File: src/design/rcpwd_pkg.sv
package rcpwd_pkg;

   // Field and register widths.
   localparam int unsigned TIME_W     = 16;
   localparam int unsigned COUNT_W    = 8;
   localparam int unsigned THROTTLE_W = 11;
   localparam int unsigned WEIGHT_W   = 4;
   localparam int unsigned CSR_W      = 16;

   // Pulse width scaling: the timer width is taken in units of 32 ticks.
   localparam int unsigned TICK_SHIFT = 5;
   localparam logic [THROTTLE_W-1:0] PULSE_OFFSET = 11'd280;

   // Reset value of the overflow period register.
   localparam logic [TIME_W-1:0] PERIOD_RESET = 16'd256;

   // Averaging filter divider: numerator and remainder widths, step count.
   localparam int unsigned NUM_W     = 15;
   localparam int unsigned REM_W     = WEIGHT_W;
   localparam int unsigned DIV_CNT_W = 4;
   localparam logic [DIV_CNT_W-1:0] DIV_STEPS = 4'(NUM_W);

   // Input word operation codes.
   localparam logic OP_TICK    = 1'b0;
   localparam logic OP_CAPTURE = 1'b1;

   // Configuration register indexes.
   localparam logic CSR_FILTER_WEIGHT   = 1'b0;
   localparam logic CSR_OVERFLOW_PERIOD = 1'b1;

   // Sequencer states.
   typedef enum logic [4:0] {
      ST_IDLE = 5'b00001,
      ST_SUM  = 5'b00010,
      ST_STEP = 5'b00100,
      ST_DIV  = 5'b01000,
      ST_EMIT = 5'b10000
   } state_type;

endpackage

File: src/design/rc_pulse_width_decoder.sv
// Channel  Direction  Ports                               Word
// req      in         req_valid, req_ready                req_operation, req_capture_time
// rsp      out        rsp_valid, rsp_ready                rsp_throttle
// csr      in         csr_wr_en, csr_index, csr_wdata     filter_weight, overflow_period
//
// Overflow ticks and rising-edge captures are taken while idle and give no word.
// A falling-edge capture passes through the width sum, the step and filter multiply,
// the restoring divider (only with filtering on), and the load of the output register.
// req_ready is low until the sequencer is back in idle.
// A word still waiting in the output register holds the sequencer in its final load,
// with req_ready low; while the sequencer is idle, other words are still taken.
// Reset is synchronous and active high; it resets the control registers, not the datapath registers.
module rc_pulse_width_decoder (
   input  logic                             clock,
   input  logic                             reset,
   input  logic                             req_valid,
   output logic                             req_ready,
   input  logic                             req_operation,
   input  logic [rcpwd_pkg::TIME_W-1:0]     req_capture_time,
   output logic                             rsp_valid,
   input  logic                             rsp_ready,
   output logic [rcpwd_pkg::THROTTLE_W-1:0] rsp_throttle,
   input  logic                             csr_wr_en,
   input  logic                             csr_index,
   input  logic [rcpwd_pkg::CSR_W-1:0]      csr_wdata
);

   // Control and architectural state.
   rcpwd_pkg::state_type state_ff, state_in;
   logic                                await_ff, await_in;
   logic [rcpwd_pkg::TIME_W-1:0]        start_ff, start_in;
   logic [rcpwd_pkg::COUNT_W-1:0]       count_ff, count_in;
   logic [rcpwd_pkg::THROTTLE_W-1:0]    held_ff, held_in;
   logic [rcpwd_pkg::WEIGHT_W-1:0]      weight_ff, weight_in;
   logic [rcpwd_pkg::TIME_W-1:0]        period_ff, period_in;
   logic                                rsp_valid_ff, rsp_valid_in;
   logic [rcpwd_pkg::DIV_CNT_W-1:0]     cnt_ff, cnt_in;

   // Datapath registers.
   logic [rcpwd_pkg::TIME_W-1:0]        cap_ff, cap_in;
   logic [rcpwd_pkg::THROTTLE_W-1:0]    width_ff, width_in;
   logic [rcpwd_pkg::NUM_W-1:0]         quo_ff, quo_in;
   logic [rcpwd_pkg::REM_W-1:0]         rem_ff, rem_in;
   logic [rcpwd_pkg::THROTTLE_W-1:0]    rsp_throttle_ff, rsp_throttle_in;

   // Combinational helpers.
   logic                                req_fire;
   logic [rcpwd_pkg::TIME_W+rcpwd_pkg::COUNT_W-1:0] ovf_ticks;
   logic [rcpwd_pkg::TIME_W-1:0]        raw_width;
   logic [rcpwd_pkg::THROTTLE_W-1:0]    val;
   logic [rcpwd_pkg::THROTTLE_W-1:0]    held_step;
   logic [rcpwd_pkg::NUM_W-1:0]         weighted;
   logic [rcpwd_pkg::REM_W:0]           divisor;
   logic [rcpwd_pkg::REM_W:0]           shifted;
   logic [rcpwd_pkg::REM_W:0]           trial;

   assign req_ready    = (state_ff == rcpwd_pkg::ST_IDLE);
   assign req_fire     = req_valid && req_ready;
   assign rsp_valid    = rsp_valid_ff;
   assign rsp_throttle = rsp_throttle_ff;

   // Width of the pulse in timer ticks, wrapped to the timer width.
   assign ovf_ticks = count_ff * period_ff;
   assign raw_width = cap_ff - start_ff + ovf_ticks[rcpwd_pkg::TIME_W-1:0];

   // Clamp and offset, then move the held throttle one step toward the new value.
   assign val = (width_ff < rcpwd_pkg::PULSE_OFFSET) ? '0 : width_ff - rcpwd_pkg::PULSE_OFFSET;
   always_comb begin
      if (held_ff < val) begin
         held_step = held_ff + 1'b1;
      end else if (held_ff > val) begin
         held_step = held_ff - 1'b1;
      end else begin
         held_step = held_ff;
      end
   end
   assign weighted = rcpwd_pkg::NUM_W'(held_step) * rcpwd_pkg::NUM_W'(weight_ff);

   // One restoring division step per cycle by the filter weight plus one.
   assign divisor = {1'b0, weight_ff} + 1'b1;
   assign shifted = {rem_ff, quo_ff[rcpwd_pkg::NUM_W-1]};
   assign trial   = shifted - divisor;

   // Sequencer and next-state logic.
   always_comb begin
      state_in        = state_ff;
      await_in        = await_ff;
      start_in        = start_ff;
      count_in        = count_ff;
      held_in         = held_ff;
      weight_in       = weight_ff;
      period_in       = period_ff;
      rsp_valid_in    = rsp_valid_ff && !rsp_ready;
      rsp_throttle_in = rsp_throttle_ff;
      cnt_in          = cnt_ff;
      cap_in          = cap_ff;
      width_in        = width_ff;
      quo_in          = quo_ff;
      rem_in          = rem_ff;

      if (csr_wr_en) begin
         case (csr_index)
            rcpwd_pkg::CSR_FILTER_WEIGHT: begin
               weight_in = csr_wdata[rcpwd_pkg::WEIGHT_W-1:0];
            end
            rcpwd_pkg::CSR_OVERFLOW_PERIOD: begin
               period_in = csr_wdata[rcpwd_pkg::TIME_W-1:0];
            end
            default: begin
            end
         endcase
      end

      case (state_ff)
         rcpwd_pkg::ST_IDLE: begin
            if (req_fire) begin
               if (req_operation == rcpwd_pkg::OP_TICK) begin
                  count_in = count_ff + 1'b1;
               end else if (!await_ff) begin
                  count_in = '0;
                  start_in = req_capture_time;
                  await_in = 1'b1;
               end else begin
                  await_in = 1'b0;
                  cap_in   = req_capture_time;
                  state_in = rcpwd_pkg::ST_SUM;
               end
            end
         end
         rcpwd_pkg::ST_SUM: begin
            width_in = raw_width[rcpwd_pkg::TIME_W-1:rcpwd_pkg::TICK_SHIFT];
            state_in = rcpwd_pkg::ST_STEP;
         end
         rcpwd_pkg::ST_STEP: begin
            if (weight_ff == '0) begin
               quo_in   = rcpwd_pkg::NUM_W'(val);
               state_in = rcpwd_pkg::ST_EMIT;
            end else begin
               quo_in   = weighted + rcpwd_pkg::NUM_W'(val);
               rem_in   = '0;
               cnt_in   = rcpwd_pkg::DIV_STEPS;
               state_in = rcpwd_pkg::ST_DIV;
            end
         end
         rcpwd_pkg::ST_DIV: begin
            if (shifted >= divisor) begin
               rem_in = trial[rcpwd_pkg::REM_W-1:0];
               quo_in = {quo_ff[rcpwd_pkg::NUM_W-2:0], 1'b1};
            end else begin
               rem_in = shifted[rcpwd_pkg::REM_W-1:0];
               quo_in = {quo_ff[rcpwd_pkg::NUM_W-2:0], 1'b0};
            end
            cnt_in = cnt_ff - 1'b1;
            if (cnt_ff == 4'd1) begin
               state_in = rcpwd_pkg::ST_EMIT;
            end
         end
         rcpwd_pkg::ST_EMIT: begin
            // Load the output register once the previous word has left.
            if (!rsp_valid_ff || rsp_ready) begin
               rsp_valid_in    = 1'b1;
               rsp_throttle_in = quo_ff[rcpwd_pkg::THROTTLE_W-1:0];
               held_in         = quo_ff[rcpwd_pkg::THROTTLE_W-1:0];
               state_in        = rcpwd_pkg::ST_IDLE;
            end
         end
         default: begin
            state_in = rcpwd_pkg::ST_IDLE;
         end
      endcase
   end

   // Control registers with reset.
   always_ff @(posedge clock) begin
      if (reset) begin
         state_ff     <= rcpwd_pkg::ST_IDLE;
         await_ff     <= 1'b0;
         start_ff     <= '0;
         count_ff     <= '0;
         held_ff      <= '0;
         weight_ff    <= '0;
         period_ff    <= rcpwd_pkg::PERIOD_RESET;
         rsp_valid_ff <= 1'b0;
         cnt_ff       <= '0;
      end else begin
         state_ff     <= state_in;
         await_ff     <= await_in;
         start_ff     <= start_in;
         count_ff     <= count_in;
         held_ff      <= held_in;
         weight_ff    <= weight_in;
         period_ff    <= period_in;
         rsp_valid_ff <= rsp_valid_in;
         cnt_ff       <= cnt_in;
      end
   end

   // Datapath registers.
   always_ff @(posedge clock) begin
      cap_ff          <= cap_in;
      width_ff        <= width_in;
      quo_ff          <= quo_in;
      rem_ff          <= rem_in;
      rsp_throttle_ff <= rsp_throttle_in;
   end

`ifndef ASSERT_OFF
   // A falling-edge capture rearms the rising-edge wait.
   a_falling_rearms: assert property (@(posedge clock) disable iff (reset)
      (req_fire && req_operation == rcpwd_pkg::OP_CAPTURE && await_ff) |=> !await_ff)
      else $error("falling capture did not clear the edge wait");

   // The divider remainder stays below the divisor.
   a_rem_bound: assert property (@(posedge clock) disable iff (reset)
      (state_ff == rcpwd_pkg::ST_DIV) |-> ({1'b0, rem_ff} < divisor))
      else $error("divider remainder out of range");

   // The divider step count never runs out while dividing.
   a_div_count: assert property (@(posedge clock) disable iff (reset)
      (state_ff == rcpwd_pkg::ST_DIV) |-> (cnt_ff != '0))
      else $error("divider step count underflow");

   // Every output word lies within the throttle range.
   a_throttle_range: assert property (@(posedge clock) disable iff (reset)
      rsp_valid_ff |-> (rsp_throttle_ff <= 11'd1767))
      else $error("throttle out of range");
`endif

endmodule
File: config.mk
export PLATFORM = sky130hd
export DESIGN_NAME = rc_pulse_width_decoder
export DESIGN_NICKNAME = d
export VERILOG_FILES = /design/src/design/rcpwd_pkg.sv /design/src/design/rc_pulse_width_decoder.sv
export SDC_FILE = /design/constraint.sdc
export NUM_CORES = 1
export LEC_CHECK = 0
export BUFFER_PORTS_ARGS = -buffer_cell sky130_fd_sc_hd__buf_2
export CORE_MARGIN = 8
export CORE_UTILIZATION = 30
export CTS_CLUSTER_SIZE = 10
export DETAILED_ROUTE_END_ITERATION = 7
export GPL_ROUTABILITY_DRIVEN = 0
export GPL_TIMING_DRIVEN = 1
export SYNTH_ARGS = -nofsm -noshare
export SYNTH_HDL_FRONTEND = slang
export SYNTH_SLANG_ARGS = --single-unit
File: constraint.sdc
create_clock -name clock -period 5.8 [get_ports clock]
set_input_delay 0.58 -clock clock [delete_from_list [all_inputs] [get_ports clock]]
set_output_delay 0.58 -clock clock [all_outputs]
set_load 0.005 [all_outputs]
==> results of run 1 <==
[cell usage in the layout, fill, tap and decap left out, drive strengths merged, types with 21 or more instances in the layout]
cell type  count
inv          146
xnor2         41
fa           115
nand2        197
dfxtp         66
a21oi         73
o21ai         22
nor2          57
nand3         21
edfxtp        57
buf          149
and2          71
ha            77
[sequential cells by signal, summed over array words and instances (netlist names)]
signal        flops
rsp_throttle     11
width_ff         11
state_ff          5
weight_ff         4
quo_ff           15
count_ff          8
rem_ff            4
period_ff        16
start_ff         16
cnt_ff            4
rsp_valid         1
cap_ff           16
held_ff          11
await_ff          1
[per-layer routing]
metal,up-vias,track usage,part of all wire,wire length [µm]
met2,140,0.228,0.49,13200
met3,36,0.0284,0.042,1120
li1,3932,-,-,-
met1,3934,0.164,0.44,11800
met4,2,0.0422,0.022,588
met5,-,0,0.00049,13
[stage by stage]
stage / power [mW] / setup TNS (ns) / cells / worst slack [ns] / hold slack, ns
3_3_place_gp: 1.94 / -3.43 / 1684 / -0.458 / 0.447
3_5_place_dp: 1.96 / -4.27 / 1684 / -0.520 / 0.450
5_1_grt: 3.21 / -5.57 / 1727 / -0.644 / 0.322
2_1_floorplan: 1.67 / -0.360 / 1146 / -0.114 / 0.436
4_1_cts: 3.05 / -2.40 / 1723 / -0.312 / 0.316
6_report: 3.03 / -2.56 / 1727 / -0.339 / 0.334
[worst paths after layout]
kind                                          start          end  slack (ns)  depth (start not counted)
worst min register to register          start_ff[1]  start_ff[1]        0.46                          2
worst max-delay path                    width_ff[7]    quo_ff[9]       -0.34                         28
worst min-delay path            req_capture_time[2]    cap_ff[2]        0.33                          1
worst max register to register          width_ff[7]    quo_ff[9]       -0.34                         28
[power by group through the flow]
stage | combinational, mW | sequential, mW | clock [mW]
global placement | 0.865 | 1.08 | 0
CTS | 0.897 | 1.06 | 1.09
floorplan | 0.622 | 1.05 | 0
detailed placement | 0.879 | 1.08 | 0
global route | 1.01 | 1.07 | 1.13
finish | 0.899 | 1.06 | 1.07
[timing repair]
action                     CTS  global route
buffers inserted             8             4
setup endpoints to repair   11            12
pin swaps                   41            11
resized for setup           34            10
[logic make-up after synthesis]
kind of cell,count (synthesis)
and+or+nand+nor,418
buffers and inverters,192
adders and majority gates,192
AOI/OAI and AO/OA,146
DFF,123
xor gates and xnor gates,56
muxes,19
[area by class of cell]
type / count / area share
clock buffer: 18 / 0.0341
clock inverter: 14 / 0.0113
inverter: 137 / 0.0399
multi-input combinational: 831 / 0.557
sequential: 123 / 0.235
tap: 455 / 0.0441
timing repair buffer: 149 / 0.0783
[critical path, delay by kind of cell (launching register included)]
family                     cells  cell delay [ns]
and+or+nand+nor                5             0.71
muxes                          2             0.50
buffers and inverters          7             0.80
xor gates and xnor gates       2             0.33
adders and majority gates      5             1.83
AOI/OAI and AO/OA              7             1.28
DFF                            1             0.42
==> run summary, run 1 <==
Synth Register Bits: 123
Commonest cells post-synth: nand2_1, inv_1, fa_1
WL/cell: 15.5 µm
Die ar.: 41300 µm²
Synth Area in Adders: 0.311
Post-synth cell types: 47
Post-Syn Area: 10500 µm²
Layout cells sized above 1: 0.200
Psw: 1.04 mW
Final worst-path cycle share: 1.06
Die Width: 203 µm
Largest family of logic cells by synthesized area: adder cells
Hold crit path type: in2reg
Layout Skew: 0.0148 ns
Critical Path Sink Type: register
Gate power share: 0.297
Dominant cell type by area after synthesis: fa_1
Max Slew Vio Count: 0
First-pass iteration count of the detailed router: 5
Worst rel slew slack: 0.375
Post-synth EDFFs: 57
Mean Syn Cell Area: 9.17 µm²
Area of the multi-input gates: 7180 µm²
Starting Density: 0.304
Slew at the pin with the worst max-slew slack: 0.934 ns
Synth top area share: 0.219
Remaining Overflow, GRT: 0
Yosys warning count: 0
Post-synthesis mux area share: 0.0183
Fin worst setup slack: -0.339 ns
Net count after synthesis: 1377
ANT cells: 0
CTS H-Tree Depth: 4
Flop pwr share: 0.349
Ports: 52
PD cells: 235 nW/µm²
Worst-path fanout max: 6
Synth Area in XOR/XNOR: 0.0467
Synth area leaders: fa_1, edfxtp_1, dfxtp_1, ha_1, nand2_1
First-pass GRT wire length: 43100 µm
Sequential area share after synthesis: 0.289
Placement Cell Area: 12000 µm²
Area Growth Syn to Fin: 22.7%
Rows: 68
Largest net degree at the start of global routing: 67
Hold Vio Cnt, Final: 0
Clock power frac: 0.354
Failing checks: setup timing
Compound-Gate Fraction of Synth Area: 0.0812
Non-Filler Cell Area, Final: 12900 µm²
Most repeated cell in the gate-level netlist after synthesis: nand2_1
Clk buf depth: 2
Clk_lat worst skew: 0.44 ns
CP required: 5.98 ns
CTS root buf: clkbuf_16
RSZ-0062 raised after global routing: true
Status: finished, violations left
Vias: 8044
Simple-Gate Fraction of Synth Area: 0.185
Main synth FF type: dfxtp_1
Nets: 1490
Internal Pwr Total: 1.99 mW
Max-Cap Viols: 0
Critical path type: reg2reg
Crit path DAT: 6.32 ns
Post-CTS Hold Fix Bufs: 0
Clock transition at path regs: 0.07 ns
DR iter-0 viols: 312
Sw frac: 0.342
Initial antenna violation count: 1
Via/cell ratio: 4.66
Post-synth ARST share: 0
Post-DP HPWL: 20700 µm
Mapped Cells: 1146
Max IR drop VDD: 0.214 mV
GRT Overall Usage: 0.133
Final antenna-violating net count: 0
Worst path slowest cell: fa_1
Storage element area: 3030 µm²
Final setup vio count: 10
Final WL: 26800 µm
Die height: 203 µm
Vias in the first global route: 8217
Largest stage delay, worst path: 0.52 ns
TritonCTS clock tree: done
DRC Markers: 0
CTS Buf Count: 17
Fin crit period: 6.14 ns
Leakage: 5.56 nW
Buffers on Ports: 51
Filler cell count: 3511
CORE AREA: 34500 µm²
Worst Setup Start Kind: register
Layout Utilization: 0.373
Fmax: 163 MHz
Sink Count: 123
Power figures use the tool's default switching activity.
==> run 2: changes to the inputs <==
Settings changed: CELL_PAD_IN_SITES_DETAIL_PLACEMENT set to 1, CELL_PAD_IN_SITES_GLOBAL_PLACEMENT set to 1, PLACE_DENSITY_LB_ADDON set to 0.1, SETUP_SLACK_MARGIN set to 0.02.
==> run 2 against run 1 <==
Against the previous run: the flow still finishes with violations (setup timing); clock skew down 0.0035 ns; cell count up 0.69%; design area up 2.8%.
==> run summary, run 2 (synthesis results as in run 1) <==
Status: finished, violations left (unchanged)
Failing checks: setup timing (unchanged)
WL/cell: 18.1 µm (was 15.5 µm)
Post-CTS Hold Fix Bufs: 0 (unchanged)
CP required: 5.99 ns (was 5.98 ns)
Fin crit period: 6.13 ns (was 6.14 ns)
Worst rel slew slack: 0.389 (was 0.375)
Most common cell after layout, fill and taps aside: nand2_1 (unchanged)
First-pass iteration count of the detailed router: 4 (was 5)
Largest net degree at the start of global routing: 67 (unchanged)
Clk buf depth: 2 (unchanged)
Internal Pwr Total: 2.00 mW (was 1.99 mW)
Layout Skew: 0.0114 ns (was 0.0148 ns)
CTS Buf Count: 17 (unchanged)
ANT cells: 0 (unchanged)
PnR Total Power: 3.07 mW (was 3.03 mW)
Final setup vio count: 10 (unchanged)
Fmax: 163 MHz (about the same)
Final worst-path cycle share: 1.06 (about the same)
Crit path DAT: 6.32 ns (about the same)
Psw: 1.07 mW (was 1.04 mW)
Layout cells sized above 1: 0.230 (was 0.200)
Slew at the pin with the worst max-slew slack: 0.913 ns (was 0.934 ns)
Worst path slowest cell: fa_1 (unchanged)
First-pass GRT wire length: 51300 µm (was 43100 µm)
Clock transition at path regs: 0.07 ns (about the same)
Clk_lat worst skew: 0.44 ns (about the same)
Critical Path Sink Type: register (unchanged)
DR iter-0 viols: 264 (was 312)
Flop pwr share: 0.346 (was 0.349)
Hold crit path type: in2reg (unchanged)
GRT Overall Usage: 0.160 (was 0.133)
Hold Vio Cnt, Final: 0 (unchanged)
Ports: 52 (unchanged)
Vias: 8178 (was 8044)
Final WL: 31500 µm (was 26800 µm)
TritonCTS clock tree: done (unchanged)
Die ar.: 41300 µm² (unchanged)
Fin worst setup slack: -0.328 ns (was -0.339 ns)
Max-Cap Viols: 0 (unchanged)
Leakage: 5.63 nW (was 5.56 nW)
Worst-path fanout max: 7 (was 6)
Worst Setup Start Kind: register (unchanged)
Max IR drop VDD: 0.211 mV (was 0.214 mV)
Initial antenna violation count: 0 (was 1)
Buffers on Ports: 51 (unchanged)
CTS H-Tree Depth: 4 (unchanged)
PD cells: 232 nW/µm² (was 235 nW/µm²)
Area Growth Syn to Fin: 26.1% (was 22.7%)
Vias in the first global route: 9077 (was 8217)
DRC Markers: 0 (unchanged)
Clock power frac: 0.353 (was 0.354)
Starting Density: 0.304 (unchanged)
Nets: 1502 (was 1490)
Internal reg-to-reg setup slack: -0.33 ns (was -0.34 ns)
Most frequent cells in the layout: nand2_1, inv_1, fa_1, buf_4, dfxtp_1 (was nand2_1, inv_1, fa_1, buf_4, and2_1)
Post-DP HPWL: 24800 µm (was 20700 µm)
Max Slew Vio Count: 0 (unchanged)
Final antenna-violating net count: 0 (unchanged)
Remaining Overflow, GRT: 0 (unchanged)
Sw frac: 0.349 (was 0.342)
Critical path type: reg2reg (unchanged)
RSZ-0062 raised after global routing: true (unchanged)
Gate power share: 0.301 (was 0.297)
Die height: 203 µm (unchanged)
CORE AREA: 34500 µm² (unchanged)
Via/cell ratio: 4.70 (was 4.66)
Worst hold margin: 0.327 ns (was 0.334 ns)
Largest stage delay, worst path: 0.55 ns (was 0.52 ns)
CTS root buf: clkbuf_16 (unchanged)
Sink Count: 123 (unchanged)
Rows: 68 (unchanged)
Largest regs: cap_ff x16, period_ff x16, start_ff x16 (unchanged)
Die Width: 203 µm (unchanged)
-- run 2: cell count changes in the layout (fill, tap and decap cells not counted), sizes merged --
cell,delta
nand2,+1
inv,-1
buf,+11
clkbuf,-1
clkinv,+2
-- run 2: per-layer routing --
layer | global-route usage | routed length (µm) | up-vias
li1 | - | - | 3956
met1 | 0.193 | 13800 | 4087
met2 | 0.280 | 15900 | 92
met3 | 0.0278 | 741 | 43
met4 | 0.0666 | 1040 | 0
met5 | 0 | 0 | -
-- run 2: through the flow --
stage	setup slack [ns]	instance area (µm²)	instances	setup TNS (ns)	utilization
final	-0.328	13300	1739	-2.21	0.384
after global routing	-0.613	13300	1739	-5.92	0.384
after CTS	-0.250	13000	1730	-2.01	0.375
after detailed placement	-0.590	12000	1683	-4.73	0.348
after global placement	-0.445	12000	1683	-3.19	0.348
after floorplan	-0.114	10800	1146	-0.360	-
-- run 2: path summary, 6_finish.rpt --
kind                                          start       endpoint  cells past startpoint
worst min-delay path            req_capture_time[5]      cap_ff[5]                      1
worst min register to register        period_ff[15]  period_ff[15]                      2
worst max-delay path                    width_ff[4]     quo_ff[11]                     27
worst max register to register          width_ff[4]     quo_ff[11]                     27
-- run 2: power by group through the flow --
stage	registers, mW	logic, mW	clock network, mW
6_report	1.06	0.926	1.08
3_5_place_dp	1.08	0.909	0
2_1_floorplan	1.05	0.622	0
4_1_cts	1.06	0.936	1.12
3_3_place_gp	1.08	0.893	0
5_1_grt	1.07	1.06	1.16
-- run 2: final cells by class --
| class | count | area, µm² |
|---|---|---|
| fillers | 3953 | 21300 |
| multi-input cells | 832 | 7420 |
| flip-flops and latches | 123 | 3030 |
| repair buffers | 160 | 1140 |
| well taps | 455 | 569 |
| inverters | 137 | 514 |
| clock buffers | 17 | 425 |
| clock inverters | 15 | 158 |
-- run 2: critical path, delay by kind of cell, from the launching register on --
| kind | cells | cell delay, ns |
|---|---|---|
| compound gates | 7 | 1.19 |
| xor+xnor | 2 | 0.36 |
| fa+ha+maj | 6 | 2.15 |
| buf+inv | 4 | 0.38 |
| flops | 1 | 0.49 |
| mux | 1 | 0.23 |
| simple gates | 7 | 1.08 |
-- run 2: repair_timing --
action                     4_1_cts  5_1_grt
gates resized for setup         48       42
gates cloned                     1        0
setup endpoints to repair       12       12
buffers inserted                14        9
pin swaps                       47       25
==> run 3: changes to the inputs <==
Settings changed: SETUP_SLACK_MARGIN 0.02 to unset.
==> run 3 against run 2 <==
Against the previous run: critical path depth stayed put; clock power hardly changed; global-route usage stayed put; first-iteration DRC count stayed put; the run still ends with setup timing left; flip-flop and latch count stayed put; critical endpoint unchanged; worst setup slack stayed put; sequential power hardly changed; largest cell class unchanged; design area stayed put.
==> run summary, run 3 (synthesis results as in run 1) <==
Status: finished, violations left (unchanged)
Failing checks: setup timing (unchanged)
Sink Count: 123 (unchanged)
Worst-path fanout max: 7 (unchanged)
CTS root buf: clkbuf_16 (unchanged)
Max Slew Vio Count: 0 (unchanged)
Layout cells sized above 1: 0.230 (unchanged)
Fmax: 163 MHz (unchanged)
Reg2reg path depth: 27 (unchanged)
Vias: 8178 (unchanged)
Die ar.: 41300 µm² (unchanged)
Crit path DAT: 6.32 ns (about the same)
PD cells: 232 nW/µm² (unchanged)
Remaining Overflow, GRT: 0 (unchanged)
Critical path type: reg2reg (unchanged)
Fin worst setup slack: -0.328 ns (unchanged)
Layout Skew: 0.0114 ns (unchanged)
Worst Setup Start Kind: register (unchanged)
GRT Overall Usage: 0.160 (unchanged)
Storage element area: 3030 µm² (unchanged)
Die height: 203 µm (unchanged)
Nets: 1502 (unchanged)
Hold path cells: 1 (unchanged)
Filler cell count: 3953 (unchanged)
Vias in the first global route: 9077 (unchanged)
CP required: 5.99 ns (about the same)
Final worst-path cycle share: 1.06 (unchanged)
Initial antenna violation count: 0 (unchanged)
TritonCTS clock tree: done (unchanged)
Hold wc startpoint: req_capture_time[5] (unchanged)
Buffers on Ports: 51 (unchanged)
Die Width: 203 µm (unchanged)
Final antenna-violating net count: 0 (unchanged)
Worst r2r dst: quo_ff[11] (unchanged)
DR iter-0 viols: 264 (unchanged)
Max IR drop VDD: 0.211 mV (unchanged)
Clock transition at path regs: 0.07 ns (about the same)
Final setup vio count: 10 (unchanged)
Ports: 52 (unchanged)
RSZ-0062 raised after global routing: true (unchanged)
First-pass GRT wire length: 51300 µm (unchanged)
Most common cell after layout, fill and taps aside: nand2_1 (unchanged)
Post-Layout Cell Count: 1739 (unchanged)
Starting Density: 0.304 (unchanged)
Rows: 68 (unchanged)
Largest net degree at the start of global routing: 67 (unchanged)
CTS Buf Count: 17 (unchanged)
Via/cell ratio: 4.70 (unchanged)
Setup TNS: -2.21 ns (unchanged)
CTS H-Tree Depth: 4 (unchanged)
PnR Total Power: 3.07 mW (unchanged)
Leakage: 5.63 nW (unchanged)
Most frequent cells in the layout: nand2_1, inv_1, fa_1, buf_4, dfxtp_1 (unchanged)
Reg2reg start: width_ff[4] (unchanged)
WL/cell: 18.1 µm (unchanged)
Post-DP HPWL: 24800 µm (unchanged)
DRC Markers: 0 (unchanged)
Hold Vio Cnt, Final: 0 (unchanged)
Hold Path End: cap_ff[5] (unchanged)
Dpl cells: 1683 (unchanged)
Layout Utilization: 0.384 (unchanged)
CORE AREA: 34500 µm² (unchanged)
Critical Path Sink Type: register (unchanged)
Max-Cap Viols: 0 (unchanged)
Clk_lat worst skew: 0.44 ns (about the same)
Largest regs: cap_ff x16, period_ff x16, start_ff x16 (unchanged)
Slew at the pin with the worst max-slew slack: 0.913 ns (unchanged)
Clk buf depth: 2 (unchanged)
Internal reg-to-reg setup slack: -0.33 ns (about the same)
Post-CTS Hold Fix Bufs: 0 (unchanged)
Area of the multi-input gates: 7420 µm² (unchanged)
First-pass iteration count of the detailed router: 4 (unchanged)
Hold crit path type: in2reg (unchanged)
Fin crit period: 6.13 ns (unchanged)
ANT cells: 0 (unchanged)
Area Growth Syn to Fin: 26.1% (unchanged)
Final WL: 31500 µm (unchanged)
Worst rel slew slack: 0.389 (unchanged)
[run 3: cell counts in the layout (fill, tap and decap cells not counted)]
Identical to the previous run, type by type.
[run 3: worst max-delay path, cell delays in order (launching register included)]
cell	delay (ns)
edfxtp_1	0.49
ha_4	0.22
nor4_4	0.15
nand2b_4	0.24
nand2_8	0.10
nand2_4	0.11
ha_4	0.20
nor2b_1	0.12
o21bai_1	0.17
a31oi_2	0.12
o22ai_2	0.23
buf_12	0.17
buf_6	0.11
mux2i_4	0.23
xor2_2	0.21
and2_4	0.17
fa_1	0.45
fa_1	0.55
inv_1	0.05
fa_1	0.52
inv_2	0.05
ha_4	0.21
o21a_1	0.16
o21a_2	0.23
a41oi_2	0.20
nor2b_2	0.19
xor2_1	0.15
o21ai_1	0.08
[run 3: repair_timing]
action	in CTS	in global routing
gates cloned	1	0
resized for setup	48	42
endpoints found under the setup margin	12	12
setup buffers	14	9
pin swaps	47	25
[run 3: how the worst max path moves through the flow]
stage	startpoint	to	slack (ns)	depth (start not counted)
3_5_place_dp	width_ff[4]	quo_ff[14]	-0.59	24
2_1_floorplan	width_ff[3]	quo_ff[14]	-0.11	28
3_3_place_gp	width_ff[4]	quo_ff[14]	-0.45	24
4_1_cts	width_ff[7]	quo_ff[12]	-0.25	28
5_1_grt	width_ff[3]	quo_ff[11]	-0.61	30
6_report	width_ff[4]	quo_ff[11]	-0.33	27
[run 3: per-stage QoR]
step	worst slack [ns]	hold WS, ns	cell area [µm²]
finish	-0.328	0.327	13300
global route	-0.613	0.303	13300
CTS	-0.250	0.300	13000
detailed placement	-0.590	0.450	12000
global placement	-0.445	0.447	12000
floorplan	-0.114	0.436	10800
[run 3: cell type report]
class	count	share of cell area
clock buffers	17	0.0321
clock inverters	15	0.0119
inverters	137	0.0388
multi-input cells	832	0.560
flip-flops and latches	123	0.229
well taps	455	0.0430
repair buffers	160	0.0858
[run 3: where the power goes]
| part | total [mW] | internal [mW] | switching (mW) |
|---|---|---|---|
| logic | 0.926 | 0.398 | 0.528 |
| clock network | 1.08 | 0.606 | 0.479 |
| registers | 1.06 | 0.998 | 0.0650 |
| total | 3.07 | 2.00 | 1.07 |
[run 3: per-layer routing]
metal / vias up / GRT usage / wire length, µm
met5: - / 0 / 0
met4: 0 / 0.0666 / 1040
met3: 43 / 0.0278 / 741
met2: 92 / 0.280 / 15900
met1: 4087 / 0.193 / 13800
li1: 3956 / - / -
